==> config.mk <==
export PLATFORM = sky130hd
export DESIGN_NAME = ragr_ctrl
export DESIGN_NICKNAME = d
export VERILOG_FILES = /design/src/rtl/core/rational_accumulator_gcd_reduce_unit_assert.svh /design/src/rtl/core/ragr_pkg.sv /design/src/rtl/core/ragr_ctrl.sv
export SDC_FILE = /design/constraint.sdc
export NUM_CORES = 1
export LEC_CHECK = 0
export BUFFER_PORTS_ARGS = -buffer_cell sky130_fd_sc_hd__buf_2
export CORE_MARGIN = 2
export CORE_UTILIZATION = 45
export DETAILED_ROUTE_END_ITERATION = 10
export MAX_ROUTING_LAYER = met4
export PLACE_DENSITY = 0.73
export SYNTH_ARGS = -nofsm -noshare
export SYNTH_HDL_FRONTEND = slang
export SYNTH_SLANG_ARGS = --single-unit
==> constraint.sdc <==
create_clock -name aclk -period 2.8 [get_ports aclk]
set_input_delay 0.28 -clock aclk [delete_from_list [all_inputs] [get_ports aclk]]
set_output_delay 0.28 -clock aclk [all_outputs]
set_load 0.02 [all_outputs]
==> src/rtl/core/rational_accumulator_gcd_reduce_unit_assert.svh <==
// assertion macros for the rational accumulator
`ifndef RATIONAL_ACCUMULATOR_GCD_REDUCE_UNIT_ASSERT_SVH
`define RATIONAL_ACCUMULATOR_GCD_REDUCE_UNIT_ASSERT_SVH

// implication checked on every clock edge outside reset
`define RAGR_ASSERT_IMPL(lbl, clk, rstn, ante, cons) \
    lbl: assert property (@(posedge clk) disable iff (!rstn) (ante) |-> (cons)) \
        else $error("assertion failed");

// next-cycle implication
`define RAGR_ASSERT_NEXT(lbl, clk, rstn, ante, cons) \
    lbl: assert property (@(posedge clk) disable iff (!rstn) (ante) |=> (cons)) \
        else $error("assertion failed");

`endif

==> src/rtl/core/ragr_pkg.sv <==
// ----------------------------------------------------------------------------
// ragr_pkg
// shared types, op codes and command structs of the rational accumulator
// ----------------------------------------------------------------------------
`timescale 1ns / 1ps

package ragr_pkg;

    localparam int DATA_WIDTH = 32;
    localparam int IO_WIDTH   = 32;
    localparam int EXP_WIDTH  = 5;
    localparam int CNT_WIDTH  = $clog2(DATA_WIDTH + 1);

    typedef logic [DATA_WIDTH-1:0] word_t;

    typedef enum logic [2:0] {
        OP_LOAD = 3'd0,
        OP_ADD  = 3'd1,
        OP_SUB  = 3'd2,
        OP_MUL  = 3'd3,
        OP_DIV  = 3'd4,
        OP_POW  = 3'd5
    } op_t;

    typedef enum logic [1:0] {
        ST_OK       = 2'd0,
        ST_ZERO_DEN = 2'd1,
        ST_DIV_ZERO = 2'd2
    } status_t;

    typedef struct packed {
        logic [2:0]           op;
        logic signed [31:0]   operand_num;
        logic signed [31:0]   operand_den;
        logic [EXP_WIDTH-1:0] exponent;
    } in_item_t;

    typedef struct packed {
        logic signed [31:0] res_num;
        logic signed [31:0] res_den;
        logic [1:0]         status;
    } out_item_t;

    // datapath micro operations
    typedef enum logic [3:0] {
        DP_NOP,
        DP_LATCH,      // capture input item, operand into x/y
        DP_GCD_INIT,   // magnitudes of x/y into gcd registers
        DP_GCD_STEP,   // one restoring bit step of a remainder of the gcd loop
        DP_DIV_INIT,   // start dividing |x| by g
        DP_DIV_STEP,   // one bit of |x|/g or |y|/g
        DP_DIV_SWAP,   // quotient of x done, start y
        DP_FIX_SIGN,   // apply signs, move sign to numerator
        DP_COMBINE1,   // first product set
        DP_COMBINE2,   // second product set and sum or difference
        DP_POW_INIT,
        DP_POW_STEP,
        DP_COMMIT      // write accumulator, form result
    } dp_cmd_t;

    typedef struct packed {
        logic         od_zero;
        logic         on_zero;
        logic [2:0]   op;
        logic         g_zero;     // gcd of both zero
        logic         rem_done;   // last bit step of a remainder
        logic         gcd_done;   // b reached zero
        logic         div_done;
        logic         pow_done;
    } dp_status_t;

    typedef enum logic [3:0] {
        S_IDLE,
        S_CHECK,
        S_GCD_INIT,
        S_GCD,
        S_DIV_INIT,
        S_DIV_X,
        S_DIV_Y,
        S_FIX,
        S_COMB1,
        S_COMB2,
        S_POW_INIT,
        S_POW,
        S_COMMIT,
        S_OUT
    } state_t;

endpackage

==> src/rtl/core/ragr_ctrl.sv <==
// ----------------------------------------------------------------------------
// ragr_ctrl
// sequencer for check, operand reduction, combine, power and result reduction
// ----------------------------------------------------------------------------
`timescale 1ns / 1ps

module ragr_ctrl (
    input  logic                  aclk,
    input  logic                  aresetn,
    input  logic                  s_valid,
    output logic                  s_ready,
    input  logic                  out_free,
    output logic                  out_load,
    output logic [1:0]            out_status,
    input  ragr_pkg::dp_status_t  status,
    output ragr_pkg::dp_cmd_t     cmd,
    output logic                  reduce_acc
);

    ragr_pkg::state_t state_reg, state_next;
    logic             racc_reg, racc_next;
    logic [1:0]       st_reg, st_next;

    always_comb begin
        state_next = state_reg;
        racc_next  = racc_reg;
        st_next    = st_reg;
        case (state_reg)
            ragr_pkg::S_IDLE: begin
                if (s_valid) begin
                    state_next = ragr_pkg::S_CHECK;
                end
            end
            ragr_pkg::S_CHECK: begin
                st_next   = 2'(ragr_pkg::ST_OK);
                racc_next = 1'b0;
                if (status.op > 3'(ragr_pkg::OP_POW)) begin
                    state_next = ragr_pkg::S_OUT;
                end else if (status.op == 3'(ragr_pkg::OP_POW)) begin
                    state_next = ragr_pkg::S_POW_INIT;
                end else if (status.od_zero) begin
                    st_next    = 2'(ragr_pkg::ST_ZERO_DEN);
                    state_next = ragr_pkg::S_OUT;
                end else if (status.op == 3'(ragr_pkg::OP_DIV) && status.on_zero) begin
                    st_next    = 2'(ragr_pkg::ST_DIV_ZERO);
                    state_next = ragr_pkg::S_OUT;
                end else begin
                    state_next = ragr_pkg::S_GCD_INIT;
                end
            end
            ragr_pkg::S_GCD_INIT: state_next = ragr_pkg::S_GCD;
            ragr_pkg::S_GCD: begin
                if (status.gcd_done) begin
                    state_next = status.g_zero ? ragr_pkg::S_FIX : ragr_pkg::S_DIV_INIT;
                end
            end
            ragr_pkg::S_DIV_INIT: state_next = ragr_pkg::S_DIV_X;
            ragr_pkg::S_DIV_X: begin
                if (status.div_done) begin
                    state_next = ragr_pkg::S_DIV_Y;
                end
            end
            ragr_pkg::S_DIV_Y: begin
                if (status.div_done) begin
                    state_next = ragr_pkg::S_FIX;
                end
            end
            ragr_pkg::S_FIX: begin
                state_next = racc_reg ? ragr_pkg::S_COMMIT : ragr_pkg::S_COMB1;
            end
            ragr_pkg::S_COMB1: state_next = ragr_pkg::S_COMB2;
            ragr_pkg::S_COMB2: begin
                racc_next  = 1'b1;
                state_next = ragr_pkg::S_GCD_INIT;
            end
            ragr_pkg::S_POW_INIT: state_next = ragr_pkg::S_POW;
            ragr_pkg::S_POW: begin
                if (status.pow_done) begin
                    racc_next  = 1'b1;
                    state_next = ragr_pkg::S_GCD_INIT;
                end
            end
            ragr_pkg::S_COMMIT: state_next = ragr_pkg::S_OUT;
            ragr_pkg::S_OUT: begin
                if (out_free) begin
                    state_next = ragr_pkg::S_IDLE;
                end
            end
            default: state_next = ragr_pkg::S_IDLE;
        endcase
    end

    always_comb begin
        cmd      = ragr_pkg::DP_NOP;
        s_ready  = 1'b0;
        out_load = 1'b0;
        case (state_reg)
            ragr_pkg::S_IDLE: begin
                s_ready = 1'b1;
                cmd     = ragr_pkg::DP_LATCH;
            end
            ragr_pkg::S_GCD_INIT: cmd = ragr_pkg::DP_GCD_INIT;
            ragr_pkg::S_GCD:      cmd = status.gcd_done ? ragr_pkg::DP_DIV_INIT
                                                        : ragr_pkg::DP_GCD_STEP;
            ragr_pkg::S_DIV_INIT: cmd = ragr_pkg::DP_DIV_INIT;
            ragr_pkg::S_DIV_X:    cmd = status.div_done ? ragr_pkg::DP_DIV_SWAP
                                                        : ragr_pkg::DP_DIV_STEP;
            ragr_pkg::S_DIV_Y:    cmd = status.div_done ? ragr_pkg::DP_NOP
                                                        : ragr_pkg::DP_DIV_STEP;
            ragr_pkg::S_FIX:      cmd = ragr_pkg::DP_FIX_SIGN;
            ragr_pkg::S_COMB1:    cmd = ragr_pkg::DP_COMBINE1;
            ragr_pkg::S_COMB2:    cmd = ragr_pkg::DP_COMBINE2;
            ragr_pkg::S_POW_INIT: cmd = ragr_pkg::DP_POW_INIT;
            ragr_pkg::S_POW:      cmd = status.pow_done ? ragr_pkg::DP_NOP
                                                        : ragr_pkg::DP_POW_STEP;
            ragr_pkg::S_COMMIT:   cmd = ragr_pkg::DP_COMMIT;
            ragr_pkg::S_OUT:      out_load = out_free;
            default:              cmd = ragr_pkg::DP_NOP;
        endcase
    end

    always_ff @(posedge aclk) begin
        if (!aresetn) begin
            state_reg <= ragr_pkg::S_IDLE;
            racc_reg  <= 1'b0;
            st_reg    <= 2'(ragr_pkg::ST_OK);
        end else begin
            state_reg <= state_next;
            racc_reg  <= racc_next;
            st_reg    <= st_next;
        end
    end

    assign reduce_acc = racc_reg;
    assign out_status = st_reg;

endmodule

# Word-level counts from Yosys, hierarchy flattened
# Cells that the tools add are included.
# W data, S select, Z words.
[word_totals] reg_bits=7 latch_bits=0 mem_bits_rw=0 romBits=0 inputBits=14 output_inout_bits=9 word_cells=56 n_memories=0
[op_classes] addsub=0 n_mul=0 div_mod_pow=0 order_cmp=1 n_eq_ne=21 n_shift=0 n_mux=26 bitwise_logic=0 reduce_logical=5
[op_table] operator="$pmux W4 S14" count=1
[op_table] operator="$pmux W4 S12" count=1
[op_table] operator="$mux W4" count=11
[op_table] operator="$eq A4 B4 Y1 const B" count=6
[op_table] operator="$eq A4 B3 Y1 const B" count=4
[op_table] operator="$mux W2" count=6
[op_table] operator="$ne A2 B2 Y1 const B" count=6
[op_table] operator="$mux W3" count=3
[op_table] operator="$eq A4 B2 Y1 const B" count=2
[op_table] operator="$eq A3 B3 Y1 const B" count=2
[op_table] operator="$reduce_and A6 Y1" count=1
[op_table] operator="$eq A4 B1 Y1 const B" count=1
[op_table] operator="$logic_not A4 Y1" count=1
[op_table] operator="$gt A3 B3 Y1 const B" count=1
[op_table] operator="$mux W1" count=3
[op_table] operator="$pmux W1 S3" count=1
[op_table] operator="$reduce_bool A3 Y1" count=1
[op_table] operator="$reduce_and A2 Y1" count=1
[op_table] operator="$logic_and A1 B1 Y1" count=1

# Longest topological paths before layout
# Gate-level depths: netlist of the first run.
[depth] depth_word=7 mapped_depth=7 mapped_depth_nobuf=5

# Least setup slack after synthesis of the first run
# No wires, ideal clock.
[synth_timing] path_kind="reg2out" from="register state_reg[1]" to="output port cmd[2]" arrival_time_ps=1609 t_required_ps=2520 path_slack_ps=911 stages_incl_launch_ff=8 path_buffers=3 cell_sequence="dfxtp_1 buf_2 buf_2 buf_1 a21oi_1 nor2_1 nor2_1 o21ai_0"
[synth_via] elab_chain_len=2 word_cells_on_any_way=13 classes_between="eq/ne (11); mux (1); reduce/logical (1)"
[synth_lines] item="start, declared" line_no="ragr_ctrl.sv:20" text="ragr_pkg::state_t state_reg, state_next;"
[synth_lines] item="start signal, assigned" line_no="ragr_ctrl.sv:124" text="state_reg <= ragr_pkg::S_IDLE;"
[synth_lines] item="start signal, assigned" line_no="ragr_ctrl.sv:128" text="state_reg <= state_next;"
[synth_lines] item="$eq A4 B4 Y1, or another cell as far along" line_no="ragr_ctrl.sv:97" text="case (state_reg)"
[synth_lines] item="$pmux W4 S12 (*)" line_no="ragr_ctrl.sv:97"
[synth_lines] item="end, declared" line_no="ragr_ctrl.sv:16" text="output ragr_pkg::dp_cmd_t cmd,"
# Mark *: on every way between the ends. The rest lies on a longest branch, timed or not.

# Worst setup path in the final report of the first run
[layout_timing] from="register state_reg[2]" to="output port cmd[0]"
# Same word-level chain as after synthesis.

==> reports/metrics.yaml, run 1 <==
synth_seq_cells: 7
hold_class: "input port to flip-flop"
seq_area_frac_synth: 0.2125
setup-violations-final: 0
syn2layout_area_growth_pct: 18.98
row_count: 13
cts_tree: "built"
syn_nets: 107
io_pins: 23
synth_simple_gate_area_frac: 0.2751
synthTopCellsByArea: "dfxtp_1 (21%), a21oi_1 (6.1%), a21boi_0 (5.7%)"
routed_wl_um: 1561
cts_resized: 0
arrival_ns: 2.05
nets: 126
cts-root-buf: "clkbuf_4"
relSlewSlack: 0.5575
antenna_found_initial: 0
yosys-top-cells-count: "nand2_1 (10), a21oi_1 (8), dfxtp_1 (7), o21ai_0 (6)"
drtPass1Iterations: 4
synthAdderAreaFrac: 0
worstSetupStartpoint: "state_reg[2]"
ys.warnings.count: 0
antenna_cells: 0
largest_reg_flops: 4
synth_ff_type: "dfxtp_1"
drtIter0Drc: 20
reg2reg_slack_ns: 0.86
synth_top_family_by_area: "compound AO/OA/AOI/OAI gates"
cts_buffer_depth: 2
drc: 0
wl_per_cell_um: 12.39
required_ns: 2.52
drt-vias-per-instance: 5.778
clock_latency_ns: 0.25
dieArea_um2: 1788
maxSlewViolCount: 0
synth_top_cell_area_share: 0.2125
yosys.area_share.xor_xnor: 0.01328
crit_path_end: "cmd[0]"
rsz0062_at_grt: "false"
synth_edf_count: 0
ys_types: 36
cts_buffers: 3
grt_pass1_wl_um: 2649
timing.fmax_mhz: 430.0
status: "complete, no violations"
postRouteAntennaNets: 0
drive_above_1_share: 0.2432
period_share: 0.8305
cts.sinks: 7
cts_setup_buffers: 0
yosysTopAreaCell: "dfxtp_1"
syn_inst: 93
async_flop_share: 0
period_needed_ns: 2.325
p_per_area_nw_per_um2: 1040
hold_ws_ns: 0.3132
final_area_um2: 784.5
initial_core_util: 0.4944
die_h_um: 42.28
clk_pin_slew_ns: 0.05
tns_ns: 0
critPathLaunchType: "flip-flop"
finalHoldViolCount: 0
path_class: "flip-flop to output port"
cts-htree-levels: 1
skew_ns: 0.001246
synth_mux_area_frac: 0.03036
hpwl_um: 1057
die_x_um: 42.28
cts_hold_buf: 0
endpoint_kind: "output port"
grt_use_total: 0.1924
r2r_start: "state_reg[2]"
worst_slew_pin_slew_ns: 0.6629
place_congestion: 0.8031
synth_most_common_cell: "nand2_1"
grt.overflow.total: 0
netlist_area_um2: 659.4
dr_total_vias: 728
syn_area_per_cell_um2: 7.090
grt_pass1_vias: 644
dpl_cell_area_um2: 758.2
synth_compound_area_frac: 0.4023
regToRegEndpoint: "state_reg[2]"
maxCapViolCount: 0
peakVddDrop_v: 0.0004951
critical_path_peak_fanout: 23
leakage_nw: 0.3368
port_buffers: 21
r2r_cells: 5
grt_max_degree: 27
core_area_um2: 1334
-- per-layer routing --
layer,global-route usage,up-vias,share of wire
met3,0.01293,2,0.053
met5,-,-,0
met2,0.3015,24,0.44
met1,0.2571,324,0.50
met4,0.07500,0,0.0058
li1,-,378,-
-- through the flow --
step / power (mW) / util / instances / setup slack, ns
after global routing: 0.8933 / 0.5882 / 126 / 0.2148
after detailed placement: 0.7160 / 0.5685 / 122 / 0.7900
after CTS: 0.8128 / 0.5882 / 126 / 0.5080
after global placement: 0.7072 / 0.5685 / 122 / 0.8046
final: 0.8155 / 0.5882 / 126 / 0.4747
after floorplan: 0.6070 / - / 93 / 0.9108
-- kinds of logic (layout without fill, tap and decap cells) --
group,after synthesis,after routing
XOR/XNOR,1,1
multiplexers,2,2
AO/OA/AOI/OAI,37,37
AND/OR/NAND/NOR,35,35
buffers and inverters,11,29
flip-flops,7,7
-- cells in the final DEF (no fill, tap or decap), types with 4 or more instances in the layout --
cell | netlist | layout
a21boi_0 | 5 | 5
a21oi_1 | 8 | 8
buf_2 | 2 | 21
dfxtp_1 | 7 | 7
nand2_1 | 10 | 10
nand3_1 | 4 | 4
nor2_1 | 4 | 4
o21ai_0 | 6 | 6
-- worst min path at each step --
stage | depth (start not counted) | startpoint | end | slack (ns)
after floorplan | 1 | aresetn | state_reg[3] | 0.40
after CTS | 2 | aresetn | state_reg[3] | 0.32
final | 2 | aresetn | state_reg[3] | 0.31
after detailed placement | 2 | out_status[1] | out_status[1] | 0.46
after global placement | 2 | out_status[0] | out_status[0] | 0.45
after global routing | 2 | aresetn | state_reg[3] | 0.33
-- where the power goes --
part / switching [mW] / leakage [nW] / total, mW / internal (mW)
logic: 0.286 / 0.265 / 0.508 / 0.223
registers: 0.0851 / 0.0573 / 0.214 / 0.129
clock network: 0.0388 / 0.0150 / 0.0933 / 0.0545
total: 0.410 / 0.337 / 0.816 / 0.406
-- area by class of cell --
class                   instances  area, um^2
fillers                       140       549.3
multi-input cells              75       475.5
flip-flops and latches          7       140.1
repair buffers                 22       112.6
clock buffers                   4       26.28
well taps                      15       18.77
inverters                       3       11.26
-- critical path, cell delays in order, from the launching register on --
cell     delay [ns]
dfxtp_1        0.74
nor2b_1        0.38
o22ai_1        0.14
o21ai_0        0.18
nand2_1        0.07
o31ai_1        0.08
buf_2          0.20
Note: power is estimated with default switching activity, not from simulation.
==> inputs of run 2 (changes only) <==
Settings changed: ABC_AREA set to 1.
Clock period 2.8 ns to 2.4 ns, I/O delays scaled along.
==> run 2 against run 1 <==
Compared with the run above:
- clock-buffer cell count did not move
- sequential cell count did not move
- final area rose by 0.80%
- combinational power rose by 34%
- final cell count rose by 22%
==> reports/metrics.yaml, run 2 <==
dr_total_vias: 773
regToRegEndpoint: "state_reg[2]"
largest_reg_flops: 4
path_class: "flip-flop to output port"
port_buffers: 21
preCtsSetupSlack_ns: 0.8697
ys_types: 18
syn2layout_area_growth_pct: 22.01
hpwl_um: 1323
cts_buffers: 3
final_area_um2: 790.8
seq_area_frac_synth: 0.2162
p_per_area_nw_per_um2: 1278
cts_buffer_depth: 2
arrival_ns: 1.56
leakage_nw: 0.4540
die_x_um: 41.95
synthTopCellsByArea: "dfxtp_1 (22%), nand2_1 (20%), inv_1 (8.7%)"
core_area_um2: 1318
required_ns: 2.16
async_flop_share: 0
timing.fmax_mhz: 557.0
clock_latency_ns: 0.24
holdPathStages: 3
worstSetupStartpoint: "state_reg[2]"
drtIter0Drc: 28
maxSlewViolCount: 0
rsz0062_at_grt: "false"
place_congestion: 0.9067
yosys-top-cells-count: "nand2_1 (34), inv_1 (15), nor2_1 (12), a21oi_1 (10)"
drive_above_1_share: 0.2878
endpoint_kind: "output port"
synth_top_cell_area_share: 0.2162
p_total_mw: 1.011
critPathLaunchType: "flip-flop"
drc: 0
grt_pass1_wl_um: 2656
netlist_area_um2: 648.1
routed_wl_um: 1545
reg2reg_slack_ns: 0.97
grt_max_degree: 9
antenna_found_initial: 0
critical_path.most_common_cell: "nor2_1"
synth_seq_cells: 7
peakVddDrop_v: 0.0005972
wl_met2_um: 793
period_needed_ns: 1.795
syn_nets: 129
syn_inst: 115
grt_pass1_vias: 689
syn_area_per_cell_um2: 5.636
hold_ws_ns: 0.2485
synth_ff_type: "dfxtp_1"
relSlewSlack: 0.7836
worst_slew_pin_slew_ns: 0.3234
routed-wl-met3_um: 73
status: "complete, no violations"
clk_pin_slew_ns: 0.05
cts-root-buf: "clkbuf_4"
cts_setup_buffers: 0
layout_commonest_cell: "nand2_1"
grt.overflow.total: 0
r2r_cells: 8
cp_top_family: "simple AND/OR/NAND/NOR gates"
cts_tree: "built"
row_count: 13
critical_path_peak_fanout: 7
dpl.cell_count: 150
drtPass1Iterations: 4
drt-vias-per-instance: 5.019
synth_edf_count: 0
ys.warnings.count: 0
io_pins: 23
cts_hold_buf: 0
hold_class: "input port to flip-flop"
post-route-util: 0.6002
layoutNonFillerInstCount: 154
crit_path_end: "cmd[2]"
crit_path_cell_trace: "nor2_1 -> inv_2 -> nor2_1 -> nand2_1 -> o221ai_1 -> buf_2"
grt_use_total: 0.1948
fin_ws_ns: 0.6046
tns_ns: 0
critical_path_buf_inv_count: 2
r2r_start: "state_reg[0]"
cts_resized: 0
synth_most_common_cell: "nand2_1"
top_layer_used: "met3"
wl_met1_um: 678
skew_ns: 0.001729
crit_path_max_incr_delay_ns: 0.37
nets: 154
dieArea_um2: 1760
initial_core_util: 0.4919
antenna_cells: 0
setup-violations-final: 0
worst_path_max_delay_cell: "dfxtp_1"
cts-htree-levels: 1
postRouteAntennaNets: 0
period_share: 0.7481
maxCapViolCount: 0
dpl_cell_area_um2: 764.5
cp_num_cells: 6
final_cell_mix: "nand2_1 (34), buf_2 (21), inv_1 (15)"
wl_per_cell_um: 10.03
finalHoldViolCount: 0
cts.sinks: 7
die_h_um: 41.95
yosysTopAreaCell: "dfxtp_1"
run 2: changes by cell type in the layout (fill, tap and decap cells not counted), moves of 3 or more:
cell / delta
a21boi_0: -5
inv_1: +12
inv_2: +5
nand2_1: +24
nand2_2: +3
nand2b_1: -3
nand3_1: +3
nor2_1: +8
nor2_2: +5
nor2b_1: -3
nor4_1: -3
o21a_1: -3
run 2: worst min path at each step:
stage	start	end	slack (ns)
6_report	status[9]	out_status[0]	0.25
5_1_grt	status[9]	out_status[0]	0.27
4_1_cts	status[9]	out_status[0]	0.25
3_5_place_dp	reduce_acc	reduce_acc	0.47
3_3_place_gp	reduce_acc	reduce_acc	0.47
2_1_floorplan	aresetn	out_status[1]	0.38
run 2: layer usage:
layer  vias up  track usage
li1        413            -
met1       338       0.2275
met2        22       0.3531
met3         0      0.02609
met4         0      0.03871
met5         -            -
run 2: cell families (layout without fill, tap and decap cells):
kind of cell / after synthesis / in the layout / synth area share
buffers and inverters: 21 / 45 / 0.1274
flip-flops: 7 / 7 / 0.2162
AND/OR/NAND/NOR: 68 / 68 / 0.5000
AO/OA/AOI/OAI: 19 / 19 / 0.1564
run 2: power breakdown:
group | internal (mW) | total [mW] | switching, mW | leakage [nW]
sequential | 0.164 | 0.227 | 0.0637 | 0.0574
clock | 0.0631 | 0.101 | 0.0380 | 0.0150
combinational | 0.227 | 0.682 | 0.456 | 0.382
run 2: worst register-to-register path: stages, from the launching register on:
cell     delay, ns
dfxtp_1       0.50
inv_2         0.08
nor2_2        0.18
nand2_1       0.12
nand2_2       0.10
nand2_2       0.07
nand3_2       0.11
nand2_1       0.06
a21oi_1       0.14
run 2: cell type report:
type                       instances  area, um^2
timing repair buffer              21       105.1
sequential                         7       140.1
tap                               15       18.77
clock buffer                       4       26.28
multi-input combinational         87       425.4
fill                             134       526.8
inverter                          20       75.07
==> inputs of run 3 (changes only) <==
Settings changed: ABC_AREA 1 to 0.
Clock period 2.4 ns to 1.8 ns, I/O delays scaled along.
==> run 3 against run 2 <==
Compared with the run above:
- wire length rose by 3.2%
- register-to-register slack got worse by 0.78 ns
- sequential power rose by 10%
- core utilization rose by 1.4 points
- clock power rose by 45%
==> reports/metrics.yaml, run 3 (same netlist as run 1, synthesis figures left out) <==
cts_setup_buffers: 0
required_ns: 1.62
crit_path_max_incr_delay_ns: 0.56
routed_wl_um: 1595
io_pins: 23
critical_path_peak_fanout: 11
fin_ws_ns: 0.1072
maxCapViolCount: 0
tns_ns: 0
grt.overflow.total: 0
largest_reg_flops: 4
cts_hold_buf: 0
clock_latency_ns: 0.26
finalHoldViolCount: 0
grt_pass1_vias: 609
clk_pin_slew_ns: 0.06
cts_tree: "built"
grt_use_total: 0.1798
crit_path_cell_trace: "buf_4 -> a21oi_1 -> o31ai_1 -> buf_2"
cts.sinks: 7
cts-root-buf: "clkbuf_4"
dieArea_um2: 1788
grt_max_degree: 21
arrival_ns: 1.51
initial_core_util: 0.4944
syn2layout_area_growth_pct: 24.29
place_congestion: 0.8161
dr_total_vias: 774
wl_per_cell_um: 12.27
critPathLaunchType: "flip-flop"
cts-htree-levels: 1
setup-violations-final: 0
hold_ws_ns: 0.2157
period_share: 0.9404
antenna_cells: 0
drive_above_1_share: 0.2870
rsz0062_at_grt: "false"
post-route-util: 0.6144
die_x_um: 42.28
cts_buffer_depth: 2
port_buffers: 21
nets: 130
peakVddDrop_v: 0.0006441
relSlewSlack: 0.7341
status: "complete, no violations"
cts_buffers: 3
drt-vias-per-instance: 5.954
row_count: 13
drtPass1Iterations: 5
path_class: "flip-flop to output port"
timing.fmax_mhz: 590.7
skew_ns: 0.01128
worst_slew_pin_slew_ns: 0.3983
postRouteAntennaNets: 0
core_area_um2: 1334
p_per_area_nw_per_um2: 1626
maxSlewViolCount: 0
preCtsSetupSlack_ns: 0.1897
layoutNonFillerInstCount: 130
final_cell_mix: "buf_2 (21), nand2_1 (10), a21oi_1 (8)"
layout_commonest_cell: "buf_2"
antenna_found_initial: 0
hpwl_um: 1164
leakage_nw: 0.3581
dpl.cell_count: 126
period_needed_ns: 1.693
fill_cells: 143
grt_pass1_wl_um: 2456
endpoint_kind: "output port"
drc: 0
drtIter0Drc: 21
die_h_um: 42.28
worst_path_max_delay_cell: "dfxtp_1"
hold_class: "input port to flip-flop"
==> run 3: worst paths after layout <==
check                  end  slack, ns           from  cells past startpoint
max                 cmd[0]       0.11   state_reg[1]                      4
min           state_reg[2]       0.22        aresetn                      2
max reg2reg   state_reg[2]       0.19   state_reg[0]                      5
min reg2reg  out_status[1]       0.46  out_status[1]                      2
==> run 3: timing repair <==
item	4_1_cts	5_1_grt
endpoints found under the hold margin	0	0
resized for setup	0	2
setup endpoints to repair	0	2
==> run 3: cell type report <==
class / instances / area, um^2 / share of cell area
Clock buffer: 4 / 26.28 / 0.03206
Tap cell: 15 / 18.77 / 0.02290
Multi-Input combinational cell: 75 / 480.5 / 0.5863
Inverter: 3 / 11.26 / 0.01374
Sequential cell: 7 / 140.1 / 0.1710
Timing Repair Buffer: 26 / 142.6 / 0.1740
==> run 3: per-layer routing <==
layer / vias to the layer above / global-route usage / part of all wire
met5: - / - / 0
met4: 0 / 0.09375 / 0
met3: 0 / 0.01724 / 0.071
met2: 33 / 0.2831 / 0.47
met1: 349 / 0.2266 / 0.45
li1: 392 / - / -
==> run 3: worst max-delay path, delay by kind of cell, from the launching register on <==
| kind | cells | cell delay, ns |
|---|---|---|
| AO/OA/AOI/OAI | 2 | 0.27 |
| flip-flops | 1 | 0.56 |
| buffers and inverters | 2 | 0.44 |
==> run 3: power breakdown <==
part,switching (mW),internal (mW)
Sequential,0.0493,0.201
Clock,0.0613,0.0848
Combinational,0.541,0.396
Total,0.652,0.681
==> run 3: per-stage QoR <==
stage                     instance area, um^2  total power, mW
after floorplan                         659.4           0.9443
after global placement                  788.3            1.159
after detailed placement                788.3            1.172
after CTS                               814.5            1.326
after global routing                    819.5            1.445
final                                   819.5            1.333
